===== src/particle_pool_euler_update_top_assert.svh =====
// Assertion macros shared by the particle pool RTL.
`ifndef PARTICLE_POOL_EULER_UPDATE_TOP_ASSERT_SVH
`define PARTICLE_POOL_EULER_UPDATE_TOP_ASSERT_SVH

// Same-cycle implication, disabled during reset.
`define PPEU_ASSERT_IMP(lbl, ante, cons, msg) \
    lbl: assert property (@(posedge i_clk) disable iff (!i_rst_n) (ante) |-> (cons)) \
        else $error(msg);

// Next-cycle implication, disabled during reset.
`define PPEU_ASSERT_NEXT(lbl, ante, cons, msg) \
    lbl: assert property (@(posedge i_clk) disable iff (!i_rst_n) (ante) |=> (cons)) \
        else $error(msg);

`endif


===== src/ppeu_ram.sv =====
module ppeu_ram #(
    parameter int Depth = 64,
    parameter int Width = 8,
    parameter int AddrW = $clog2(Depth)
) (
    input  logic             i_clk,
    input  logic             i_we,
    input  logic [AddrW-1:0] i_waddr,
    input  logic [Width-1:0] i_wdata,
    input  logic [AddrW-1:0] i_raddr,
    output logic [Width-1:0] o_rdata
);

    logic [Width-1:0] mem [Depth];

    always_ff @(posedge i_clk) begin
        if (i_we) begin
            mem[i_waddr] <= i_wdata;
        end
        o_rdata <= mem[i_raddr];
    end

endmodule


===== config.mk =====
export PLATFORM = sky130hd
export DESIGN_NAME = ppeu_ram
export DESIGN_NICKNAME = d
export VERILOG_FILES = /design/src/particle_pool_euler_update_top_assert.svh /design/src/ppeu_ram.sv
export SDC_FILE = /design/constraint.sdc
export NUM_CORES = 1
export LEC_CHECK = 0
export ABC_AREA = 0
export BUFFER_PORTS_ARGS = -buffer_cell sky130_fd_sc_hd__buf_2
export CORE_AREA = 2 2 187 189
export DETAILED_ROUTE_END_ITERATION = 16
export DIE_AREA = 0 0 189 191
export PLACE_DENSITY = 0.76
export RECOVER_POWER = 50
export SYNTH_ARGS = -nofsm -noshare
export SYNTH_HDL_FRONTEND = slang
export SYNTH_SLANG_ARGS = --single-unit

===== constraint.sdc =====
create_clock -name i_clk -period 5.4 [get_ports i_clk]
set_clock_uncertainty 0.15 [all_clocks]
set_input_delay 0.54 -clock i_clk [delete_from_list [all_inputs] [get_ports i_clk]]
set_output_delay 0.54 -clock i_clk [all_outputs]
set_load 0.02 [all_outputs]

* Word level (Yosys, flattened, before mapping)
Memories as Yosys holds them, arrays and structs flattened. A register that Yosys moved wholly into a read port is not among the register bits. Cells that the tools add are included.
Operators by class: multiplexer cells 2
Operators with widths (number):
- two-way mux 1 bit | 2
Storage, ports and cells: register bits after elaboration 0, memory bits (writable) 512, input port bits 22, word-level logic and storage cells 3, memories kept 1
Memories:
- mem | depth 64, width 8, rd ports 1, clocked after Yosys merged registers in 1, write ports 1, RTL line ppeu_ram.sv:14 | logic [Width-1:0] mem [Depth];

* Logic depth before layout (Yosys ltp)
word-level depth 2, mapped depth 9, depth with buffers taken out 5

* Worst setup path after synthesis
No wires, ideal clock.
path kind in2reg, from in i_raddr[1], to reg o_rdata[3], read port of mem, setup time 128 ps, data arrival time 2080 ps, slack 3042 ps, cell stages on the path 7, path buffers 3, cell sequence buf_4 buf_2 buf_2 mux4_2 mux4_2 o21ai_1 o41ai_1
RTL lines:
- from (decl) | RTL line ppeu_ram.sv:10 | input logic [AddrW-1:0] i_raddr,
- to (decl) | RTL line ppeu_ram.sv:11 | output logic [Width-1:0] o_rdata

==> impl_results.md <==
* Status: finished, violations left
* Failing checks: max-capacitance violations, max-slew violations
* Layout net count at 1,002
* Syn Inst Count at 940
* Wire per inst at 28.4 um
* Setup CP Type: in -> reg
* Crit-path most repeated cell: buf_4
* CP startpoint: i_raddr[0]
* Fin. max-slew vios at 520
* TritonCTS clock tree: built
* Switch Pwr at approximately 0.0017 W
* Hold WC Path Type: in -> reg
* Max Freq at ~330 MHz
* Largest net degree at the start of global routing at 80
* DR pass1 iterations at 5
* Cell depth of the worst min-delay path at 3
* Cts hold-fix bufs at 0
* GRT Residual Overflow at 0
* P per Cell Area at 374 nW/um2
* Sequential fraction of the synthesis area at 77.0%
* Leak at around 6.9 nW
* Clk root buf: clkbuf_16
* R2R cell count at 4
* Vias per inst at 6.55
* Max_slew headroom at -95.8%
* Area fraction of the dominant cell type after synthesis at 76.2%
* Final worst slack at between 2 and 2.5 ns
* Num CTS Buffers at between 40 and 50
* Mean Syn Cell Area at 21.5 um2
* Layout fillers at 2,130
* R2R setup slack at 3.24 ns
* Die width at 189 um
* HP Start: i_raddr[5]
* Cell Chain, Critical Path: clkbuf_8 -> buf_4 -> buf_4 -> mux4_2 -> o221a_2 -> nor3_1 -> o32ai_1
* Finish-stage setup viols at 0
* GP Congestion at 0.756
* Detailed Route Iter0 Violations at 1,159
* I/O Pins at 30
* Period utilization at 55.8%
* Clock latency on the worst-skew pair at roughly 0.57 ns
* CTS H-tree depth at 2
* Post-CTS setup repair buffer count at 0
* Crit-path slowest cell: clkbuf_8
* Drt drc at 0
* Max_cap viols at 8
* Commonest non-fill, non-tap cell in the layout: edfxtp_1
* Sw frac at 20.5%
* ANT nets after route at 0
* IO buf count at 29
* Crit path DAT at about 3.3 ns
* Die height at 191 um
* Post-synth cell types at 40
* Final Hold Fails at 0
* P&R area growth vs syn at 10.5%
* Worst IR Drop VDD at 228 uV
* Reg power frac at 53.9%
* P_int at 0.00662 W
* Fin cells at between 1,000 and 1,500
* CTS Sinks at between 500 and 600
* Crit start category: input port
* HPWL Detailed at 24.1 mm
* Core area at 34,100 um2
* Post-Syn Nets at 962
* Slew @ Worst Pin at 2.94 ns
* Crit path max fanout at 79
* Worst r2r src: mem[47][1]
* Mapped cell area at 20,200 um2
* Clk pwr share at about two fifths
* Final Util at 65.3%
* Data required, critical path at 5.69 ns
* Worst Hold Path EP: o_rdata[2]
* Initial antenna violation count at 2
* Final min period at 3.01 ns
* Final setup TNS at 0 ns
* Commonest cells after routing, fill and taps aside: 512 x edfxtp_1, 126 x mux4_2, 83 x nor2_1
* Layout cell share with drive strength beyond 1 at between 20% and 30%
* Unrepaired setup endpoints after global routing: false
* CP Capture Type: flip-flop
* Synth warn at 0
* # resized after CTS at 0
* Area leader, netlist: edfxtp_1
* Die Area at around 36,000 um2
* Cell count after placement at 1,384
* Slowest stage delay, CP at 0.63 ns
* Combinational power share at 4.7%
* Total GRT Usage at around a quarter
* Ranking of synthesized cells by area: edfxtp_1 76%, mux4_2 14%, nor2_1 1.5%
* Post-place setup slack at 1.74 ns
* RR Endpoint: o_rdata[1]
* CTS max path bufs at 3
* Initial core utilization at 59.1%
* Via count at 9,658
* Global-route wire length before repair at roughly 63 mm
* Post-Route WL at 41.9 mm
* Vias in the first global route at 9,663
* #FFs+latches synth at 520
* Worst-path clk slew at 0.06 ns
* Row cnt at 68
registers in the layout (all words and copies together) (netlist names):
signal   cells
o_rdata      8
mem        512
power by group through the flow:
stage	sequential (W)	combinational, W	clock [W]
2_1_floorplan	0.00457	0.000238	0
3_3_place_gp	0.00457	0.000389	0
3_5_place_dp	0.00457	0.000395	0
4_1_cts	0.00448	0.000396	0.00346
5_1_grt	0.00449	0.000420	0.00363
6_report	0.00449	0.000393	0.00345
logic make-up after synthesis:
family	share of synthesized area [%]
muxes	15.9
and+or+nand+nor	3.39
buffers and inverters	1.57
AOI/OAI and AO/OA	2.07
DFF	77.0
per-layer routing:
layer / global-route usage, % / vias up / routed length (um)
li1: - / 4005 / -
met1: 35.6 / 5087 / 16900
met2: 37.8 / 485 / 20400
met3: 3.95 / 79 / 3550
met4: 7.12 / 2 / 1060
met5: 0 / - / 12
stage by stage:
stage               cell area (um2)  hold slack (ns)  total power, W
CTS                           22300            0.270         0.00835
global route                  22300            0.295         0.00854
global placement              20700            0.634         0.00496
detailed placement            20700            0.662         0.00496
finish                        22300            0.285         0.00833
floorplan                     20200            0.489         0.00481
critical path, delay by kind of cell:
kind | cells | cell delay (ns)
simple gates | 1 | 0.29
compound gates | 2 | 0.39
mux | 1 | 0.56
buf+inv | 3 | 1.41
area by class of cell:
class	instances	area, um2	share of cell area (%)
Multi-Input combinational cell	369	4320	19.4
Clock inverter	31	288	1.29
Sequential cell	520	15500	69.7
Clock buffer	59	1340	6.00
Timing Repair Buffer	40	236	1.06
Tap cell	455	569	2.55
Antenna cell	1	2.50	0.0112
how the worst max path moves through the flow:
stage	endpoint	slack, ns	depth (start not counted)
3_5_place_dp	o_rdata[4]	1.74	7
4_1_cts	o_rdata[4]	2.32	7
2_1_floorplan	o_rdata[3]	3.04	7
5_1_grt	o_rdata[4]	2.17	7
6_report	o_rdata[4]	2.39	7
3_3_place_gp	o_rdata[4]	1.70	7
synthesized netlist by cell type, drive strengths merged:
cell type / instances
o21ai: 4
nor3: 7
edfxtp: 512
and2: 1
a31oi: 1
a21oi: 3
a211oi: 4
a22oi: 3
o21a: 2
o311ai: 1
nand4: 2
nor2b: 14
nor4: 2
clkbuf: 17
mux2i: 23
o221ai: 8
mux4: 126
o2bb2ai: 3
nand4b: 1
buf: 34
a221oi: 6
o2111ai: 3
o41ai: 2
nor2: 83
nand2: 19
o32ai: 2
mux2: 13
a2111oi: 2
nand2b: 7
o221a: 2
dfxtp: 8
nand3: 13
or3: 1
nand3b: 3
o22ai: 8
Power figures use the tool's default switching activity.
