$ cat src/particle_pool_euler_update_top_assert.svh
// Assertion macros shared by the particle pool RTL.
`ifndef PARTICLE_POOL_EULER_UPDATE_TOP_ASSERT_SVH
`define PARTICLE_POOL_EULER_UPDATE_TOP_ASSERT_SVH

// Same-cycle implication, disabled during reset.
`define PPEU_ASSERT_IMP(lbl, ante, cons, msg) \
    lbl: assert property (@(posedge i_clk) disable iff (!i_rst_n) (ante) |-> (cons)) \
        else $error(msg);

// Next-cycle implication, disabled during reset.
`define PPEU_ASSERT_NEXT(lbl, ante, cons, msg) \
    lbl: assert property (@(posedge i_clk) disable iff (!i_rst_n) (ante) |=> (cons)) \
        else $error(msg);

`endif

$ cat src/ppeu_pkg.sv
package ppeu_pkg;

    localparam int MaxParticles = 64;
    localparam int AddrW        = $clog2(MaxParticles);
    localparam int CntW         = $clog2(MaxParticles + 1);
    localparam int InDataW      = 296;
    localparam int OutDataW     = 144;

    localparam logic signed [31:0] Grav   = -32'sd642908;
    localparam logic signed [31:0] FloorY = 32'sd655;
    localparam logic signed [31:0] Bounce = -32'sd26214;

    typedef struct packed {
        logic signed [31:0] px;
        logic signed [31:0] py;
        logic signed [31:0] pz;
        logic signed [31:0] vx;
        logic signed [31:0] vy;
        logic signed [31:0] vz;
        logic [23:0]        rgb;
        logic signed [31:0] life;
        logic [30:0]        mlife;
        logic [15:0]        size;
    } t_rec;

    localparam int RecW = $bits(t_rec);

    typedef struct packed {
        logic        start;
        logic [30:0] life;
        logic [30:0] mlife;
    } t_div_req;

    // floor(p / 65536), saturated to 32-bit signed
    function automatic logic signed [31:0] f_qsat(input logic signed [63:0] p);
        logic signed [63:0] s;
        s = p >>> 16;
        if (s > 64'sd2147483647) begin
            return 32'sh7fffffff;
        end else if (s < -64'sd2147483648) begin
            return 32'sh80000000;
        end
        return $signed(s[31:0]);
    endfunction

    function automatic logic signed [31:0] f_add_sat(input logic signed [31:0] a,
                                                     input logic signed [31:0] b);
        logic signed [32:0] s;
        s = {a[31], a} + {b[31], b};
        if (s[32] != s[31]) begin
            return s[32] ? 32'sh80000000 : 32'sh7fffffff;
        end
        return $signed(s[31:0]);
    endfunction

endpackage

$ cat src/ppeu_alpha.sv
module ppeu_alpha (
    input  logic               i_clk,
    input  logic               i_rst_n,
    input  ppeu_pkg::t_div_req i_req,
    output logic               o_done,
    output logic [7:0]         o_alpha
);

    logic        r_busy;
    logic        r_done;
    logic [2:0]  r_k;
    logic [38:0] r_rem;
    logic [30:0] r_den;
    logic [7:0]  r_q;
    logic [38:0] w_shift;
    logic [39:0] w_trial;
    logic        w_fit;

    assign w_shift = 39'(r_den) << r_k;
    assign w_trial = {1'b0, r_rem} - {1'b0, w_shift};
    assign w_fit   = !w_trial[39];

    always_ff @(posedge i_clk) begin
        if (!i_rst_n) begin
            r_busy <= 1'b0;
            r_done <= 1'b0;
        end else begin
            r_done <= r_busy && (r_k == 3'd0);
            if (i_req.start) begin
                r_busy <= 1'b1;
            end else if (r_busy && r_k == 3'd0) begin
                r_busy <= 1'b0;
            end
        end
    end

    // restoring division of 255*life by max_life, one quotient bit a cycle
    always_ff @(posedge i_clk) begin
        if (i_req.start) begin
            r_rem <= 39'({i_req.life, 8'b0}) - 39'(i_req.life);
            r_den <= i_req.mlife;
            r_k   <= 3'd7;
            r_q   <= 8'd0;
        end else if (r_busy) begin
            if (w_fit) begin
                r_rem <= w_trial[38:0];
            end
            r_q[r_k] <= w_fit;
            r_k      <= r_k - 3'd1;
        end
    end

    assign o_done  = r_done;
    assign o_alpha = r_q;

endmodule

$ cat config.mk
export PLATFORM = sky130hd
export DESIGN_NAME = ppeu_alpha
export DESIGN_NICKNAME = d
export VERILOG_FILES = /design/src/particle_pool_euler_update_top_assert.svh /design/src/ppeu_pkg.sv /design/src/ppeu_alpha.sv
export SDC_FILE = /design/constraint.sdc
export NUM_CORES = 1
export LEC_CHECK = 0
export ABC_AREA = 0
export BUFFER_PORTS_ARGS = -buffer_cell sky130_fd_sc_hd__clkbuf_2
export CAP_MARGIN = 20
export CELL_PAD_IN_SITES_DETAIL_PLACEMENT = 2
export CELL_PAD_IN_SITES_GLOBAL_PLACEMENT = 2
export CORE_AREA = 3 3 153 155
export CTS_BUF_LIST = sky130_fd_sc_hd__clkbuf_16
export CTS_CLUSTER_DIAMETER = 150
export DETAILED_ROUTE_END_ITERATION = 8
export DIE_AREA = 0 0 156 158
export GPL_ROUTABILITY_DRIVEN = 0
export PLACE_DENSITY = 0.78
export SLEW_MARGIN = 20
export SYNTH_ARGS = -nofsm -noshare
export SYNTH_HDL_FRONTEND = slang
export SYNTH_SLANG_ARGS = --single-unit
$ cat constraint.sdc
create_clock -name i_clk -period 5.2 [get_ports i_clk]
set_clock_uncertainty 0.05 [all_clocks]
set_input_delay 0.52 -clock i_clk [delete_from_list [all_inputs] [get_ports i_clk]]
set_output_delay 0.52 -clock i_clk [all_outputs]
set_load 0.03 [all_outputs]
== Word level (Yosys, flattened, before mapping) ==
Index checks and enable logic that the tools add are counted.

* Bits in registers: 83
* Output and inout port bits: 9
* Word-level logic and storage cells: 28

* Add/subtract/negate cells: 3
* Magnitude comparators: 2
* Equality and inequality tests: 1
* Shift-type cells: 1
* Muxes and demuxes: 8
* Reduce and logical (&&, ||, !) cells: 7

{| class="wikitable"
|+ Operators with widths
! operator !! number
|-
| $mux 39 || 3
|-
| $sub 39x39->40 || 1
|-
| $shl 31x3->39 || 1
|-
| $sub 39x31->39 || 1
|-
| $bwmux 8 || 1
|-
| $lt 3x4->1 const B || 1
|-
| $reduce_bool 2->1 || 2
|-
| $demux 1 s3 || 1
|-
| $ge 3x1->1 const B || 1
|-
| $logic_not 3->1 || 1
|-
| $mux 1 || 3
|-
| $sub 3x1->3 const B || 1
|-
| $logic_and 1x1->1 || 2
|-
| $ne 2x2->1 const B || 1
|-
| $reduce_and 2->1 || 1
|-
| $logic_not 1->1 || 1
|}

== Depth between registers and ports, before layout ==
* Depth in word-level cells: 5
* Gate-level depth with buffers: 17

== Worst setup path after synthesis ==
Ideal clock, no wire load.

* Path type: register -> register
* From: register r_k[0]
* To: register r_rem[0], enable pin
* Setup time: 0.444 ns
* Arrival time: 5.150 ns
* Data required time: 4.706 ns
* Path slack: -0.444 ns
* Stages on the path, launching flop included: 15
* Clock period less this slack: 5.644 ns
* Cell sequence: dfxtp_1 -> buf_1 -> mux4_2 -> a21oi_1 -> ha_1 -> a21oi_1 -> a32oi_1 -> o31ai_1 -> o21ai_1 -> o2111a_1 -> o21ba_2 -> o21ai_1 -> o21a_1 -> buf_2 -> o21bai_1

* Longest elaborated chain between the ends: 4

{| class="wikitable"
|+ RTL lines
! item !! RTL line !! text
|-
| from (decl) || ppeu_alpha.sv:11 || <nowiki>logic [2:0] r_k;</nowiki>
|-
| from (signal assigned) || ppeu_alpha.sv:49 || <nowiki>r_k <= r_k - 3'd1;</nowiki>
|-
| $shl 31x3->39 || ppeu_alpha.sv:19 || <nowiki>assign w_shift = 39'(r_den) << r_k;</nowiki>
|-
| $sub 39x39->40 || ppeu_alpha.sv:20 || <nowiki>assign w_trial = {1'b0, r_rem} - {1'b0, w_shift};</nowiki>
|-
| $ne 2x2->1 (no line) || n/a ||
|-
| $reduce_and 2->1 (no line) || n/a ||
|-
| to (signal assigned) || ppeu_alpha.sv:40 || <nowiki>r_rem <= 39'({i_req.life, 8'b0}) - 39'(i_req.life);</nowiki>
|-
| to (signal assigned) || ppeu_alpha.sv:46 || <nowiki>r_rem <= w_trial[38:0];</nowiki>
|-
| to (decl) || ppeu_alpha.sv:12 || <nowiki>logic [38:0] r_rem;</nowiki>
|}

No other way between the ends.
A chain may end at the register's enable or synchronous reset.

== Worst setup path in the final report ==
* From: register r_k[1]
* To: register r_rem[37], enable pin

The elaborated chain is that of the path after synthesis.

==> flow_summary_export.csv <==
group,metric,value,unit
outcome,status,"completed",
critical_path,start_kind,"flip-flop",
die,io_pins,74,
final_layout,fin_nets,1030,
drt,wirelength,25.3,mm
synth,netlist_area,7750,sq um
clock_tree,htree_levels,3,
synth,async_flop_share,0,%
sta,rsz0062_at_grt,"no",
min_path,hold_path.class,"in -> reg",
drt,first_pass_iters,5,
final_layout,final_area,8710,sq um
sta,fin_hold_ws,0.290,ns
clock_tree,cts_resized,0,
drt,drtAntennaViolNets,0,
placement,hpwl,20.3,mm
sta,fmax,216,MHz
min_path,hold_depth,1,
grt,grt_antenna_before_repair,0,
critical_path,end_kind,"flip-flop",
final_layout,area_growth,12.4,%
final_layout,drive_gt1_share,14.7,%
synth,synth_edf_count,70,
critical_path,cp_max_fo,36,
pwr,leakage,3.67,nW
final_layout,final_cells,1184,
die,rows,54,
clock_tree,cts-hold-fix-buffers,0,
synth,syn-num-nets,970,
sta,hold_viol,0,
placement,port_buffers,73,
clock_tree,cts_buffers,9,
die,die_h,158,um
clock_tree,post_cts_buffers,0,
sta,slew_headroom,45.6,%
die,dieWidth,156,um
drt,drt_iter0_drc,320,
die,start_util,35.3,%
clock_tree,cts_sinks,83,
critical_path,r2r-end,"r_rem[37]",
grt,grt_pass1_vias,7143,
sta,slew_viol_final,0,
min_path,hold_end,"r_den[23]",
grt,gr-usage-all-layers,21.0,%
clock_tree,cts.path.max_buffers,2,
pwr,ir_worst_vdd,0.148,mV
critical_path,reg2regPathDepth,15,
die,dieArea,24600,sq um
clock_tree,root_buffer,"clkbuf_16",
min_path,min_from,"i_req[23]",
flow_run,cap_violations,0,
critical_path,rrSetupSlack,0.56,ns
die,core_area,22000,sq um
synth,ys_ff_latch,83,
clock_tree,path_clk_slew,0.06,ns
clock_tree,tritoncts,"done",
clock_tree,insertion_delay,0.35,ns
synth,seq_area_frac_synth,30.5,%
sta,tightest_slew,0.815,ns
synth,synthCells,839,
sta,setup_violations,0,
pwr,p_per_area,455,nW/um^2
sta,finalCritPeriodShare,89.2,%
grt,grt_overflow,0,
synth,synth_warnings,0,
synth,ys.flop_type,"edfxtp_1",
drt,via_per_inst,5.67,
placement,placedCellCount,1168,
critical_path,cp.required,5.21,ns
drt,vias,6708,
drt,wl_per_cell,21.3,um
grt,grt_first_pass_wirelength,40.6,mm
placement,postPlaceCellArea,8450,sq um
drt,drc_errors,0,
synth,syn_avg_cell_area,9.24,sq um
sta,fin_crit,4.64,ns
critical_path,cp.arrival,4.64,ns
final_layout,final.fill_count,2445,
synth,ys_types,64,
final_layout,antennaDiodeCount,0,
grt,grt_max_degree,60,
critical_path,crit_type,"reg -> reg",
critical_path,rr_startpoint,"r_k[1]",
sta,finalSetupTns,0,ns
-- cells in the mapped netlist (all sizes together), types with 3 or more instances --
cell / number / area, sq um
inv: 46 / 173
nand2b: 8 / 50.1
nor4: 3 / 25.0
o31ai: 6 / 58.8
nand4: 9 / 56.3
o21ai: 53 / 265
dfxtp: 13 / 260
a211oi: 17 / 128
a21boi: 4 / 30.0
o211ai: 6 / 50.1
and2: 5 / 31.3
clkbuf: 25 / 93.8
buf: 10 / 40.0
and3: 9 / 56.3
nor2b: 10 / 62.6
xor2: 21 / 184
nand2: 73 / 274
o21a: 11 / 82.6
a21o: 33 / 248
mux2i: 40 / 400
xnor2: 48 / 420
nor3: 24 / 136
edfxtp: 70 / 2100
ha: 65 / 813
a21oi: 75 / 375
a41oi: 5 / 51.3
mux4: 25 / 563
o41ai: 4 / 35.0
nand3: 21 / 105
nor2: 59 / 221
o21bai: 11 / 82.6
-- layout by cell type, fill, tap and decap left out, types with 4 or more instances in the layout --
| cell type | n |
|---|---|
| mux2i_1 | 40 |
| inv_1 | 47 |
| o41ai_1 | 4 |
| o31ai_1 | 5 |
| a211oi_1 | 17 |
| o21bai_1 | 10 |
| clkbuf_2 | 72 |
| mux4_2 | 25 |
| buf_4 | 10 |
| nand3_1 | 21 |
| a41oi_1 | 4 |
| o21ai_0 | 44 |
| clkbuf_16 | 9 |
| edfxtp_1 | 70 |
| xnor2_1 | 48 |
| o211ai_1 | 5 |
| nand2_1 | 73 |
| dfxtp_1 | 12 |
| ha_1 | 65 |
| nand2b_1 | 8 |
| nand4_1 | 9 |
| xor2_1 | 21 |
| nor2_1 | 59 |
| nor3_1 | 22 |
| a21o_1 | 33 |
| o21ai_1 | 9 |
| o21a_1 | 11 |
| nor2b_1 | 10 |
| and3_1 | 9 |
| and2_1 | 5 |
| a21oi_1 | 75 |
| clkinv_1 | 4 |
-- state kept, by name, summed over array words and instances, names as in the netlist --
signal / flops
r_busy: 1
r_den: 31
o_alpha: 8
r_rem: 39
r_k: 3
o_done: 1
-- how the worst max path moves through the flow --
| stage | startpoint | cells after the start | end |
|---|---|---|---|
| floorplan | r_k[0] | 14 | r_rem[0] |
| global placement | r_k[0] | 14 | r_rem[33] |
| detailed placement | r_k[1] | 14 | r_rem[34] |
| CTS | r_k[1] | 15 | r_rem[29] |
| global route | r_k[1] | 15 | r_rem[37] |
| finish | r_k[1] | 15 | r_rem[37] |
-- worst max-delay path: stages, from the launching register on --
cell      delay [ns]
dfxtp_1         0.60
buf_12          0.27
mux4_2          0.35
mux2i_1         0.32
ha_1            0.39
a21o_1          0.21
a21oi_1         0.19
nor2b_1         0.09
o41ai_1         0.24
o21ai_1         0.16
o2111a_1        0.33
o21ba_2         0.23
o21ai_1         0.22
o21a_1          0.23
o21bai_4        0.13
buf_4           0.30
-- through the flow --
step / total power, mW / worst slack, ns / utilization [%]
CTS: 3.97 / 0.529 / 39.6
detailed placement: 3.35 / 0.581 / 38.5
global placement: 3.27 / 0.657 / 38.5
global route: 4.28 / 0.204 / 39.6
finish: 3.96 / 0.563 / 39.6
floorplan: 2.68 / 0.388 / -
-- layer usage --
metal | global-route usage (%) | wire length, um
met4 | 4.58 | 263
met5 | 0 | 0
met2 | 34.1 | 11800
met1 | 29.8 | 12400
met3 | 2.90 | 803
-- layout make-up --
type	instances	area, sq um	share of cell area (%)
multi-input cells	675	5090	58.5
flip-flops and latches	83	2360	27.1
repair buffers	84	475	5.46
well taps	280	350	4.02
clock buffers	9	225	2.59
inverters	46	173	1.98
clock inverters	7	27.5	0.316
-- cell families after synthesis --
group | share of synthesized area, %
fa+ha+maj | 10.8
simple gates | 14.0
mux | 12.7
compound gates | 20.3
xor+xnor | 7.80
buf+inv | 3.96
flops | 30.5
-- power breakdown --
| part | internal (mW) | switching [mW] | total [mW] | leakage [nW] |
|---|---|---|---|---|
| clock network | 0.312 | 0.258 | 0.570 | 0.132 |
| registers | 0.961 | 0.117 | 1.08 | 0.800 |
| logic | 0.934 | 1.38 | 2.31 | 2.74 |
Note: power is estimated with default switching activity, not from simulation.
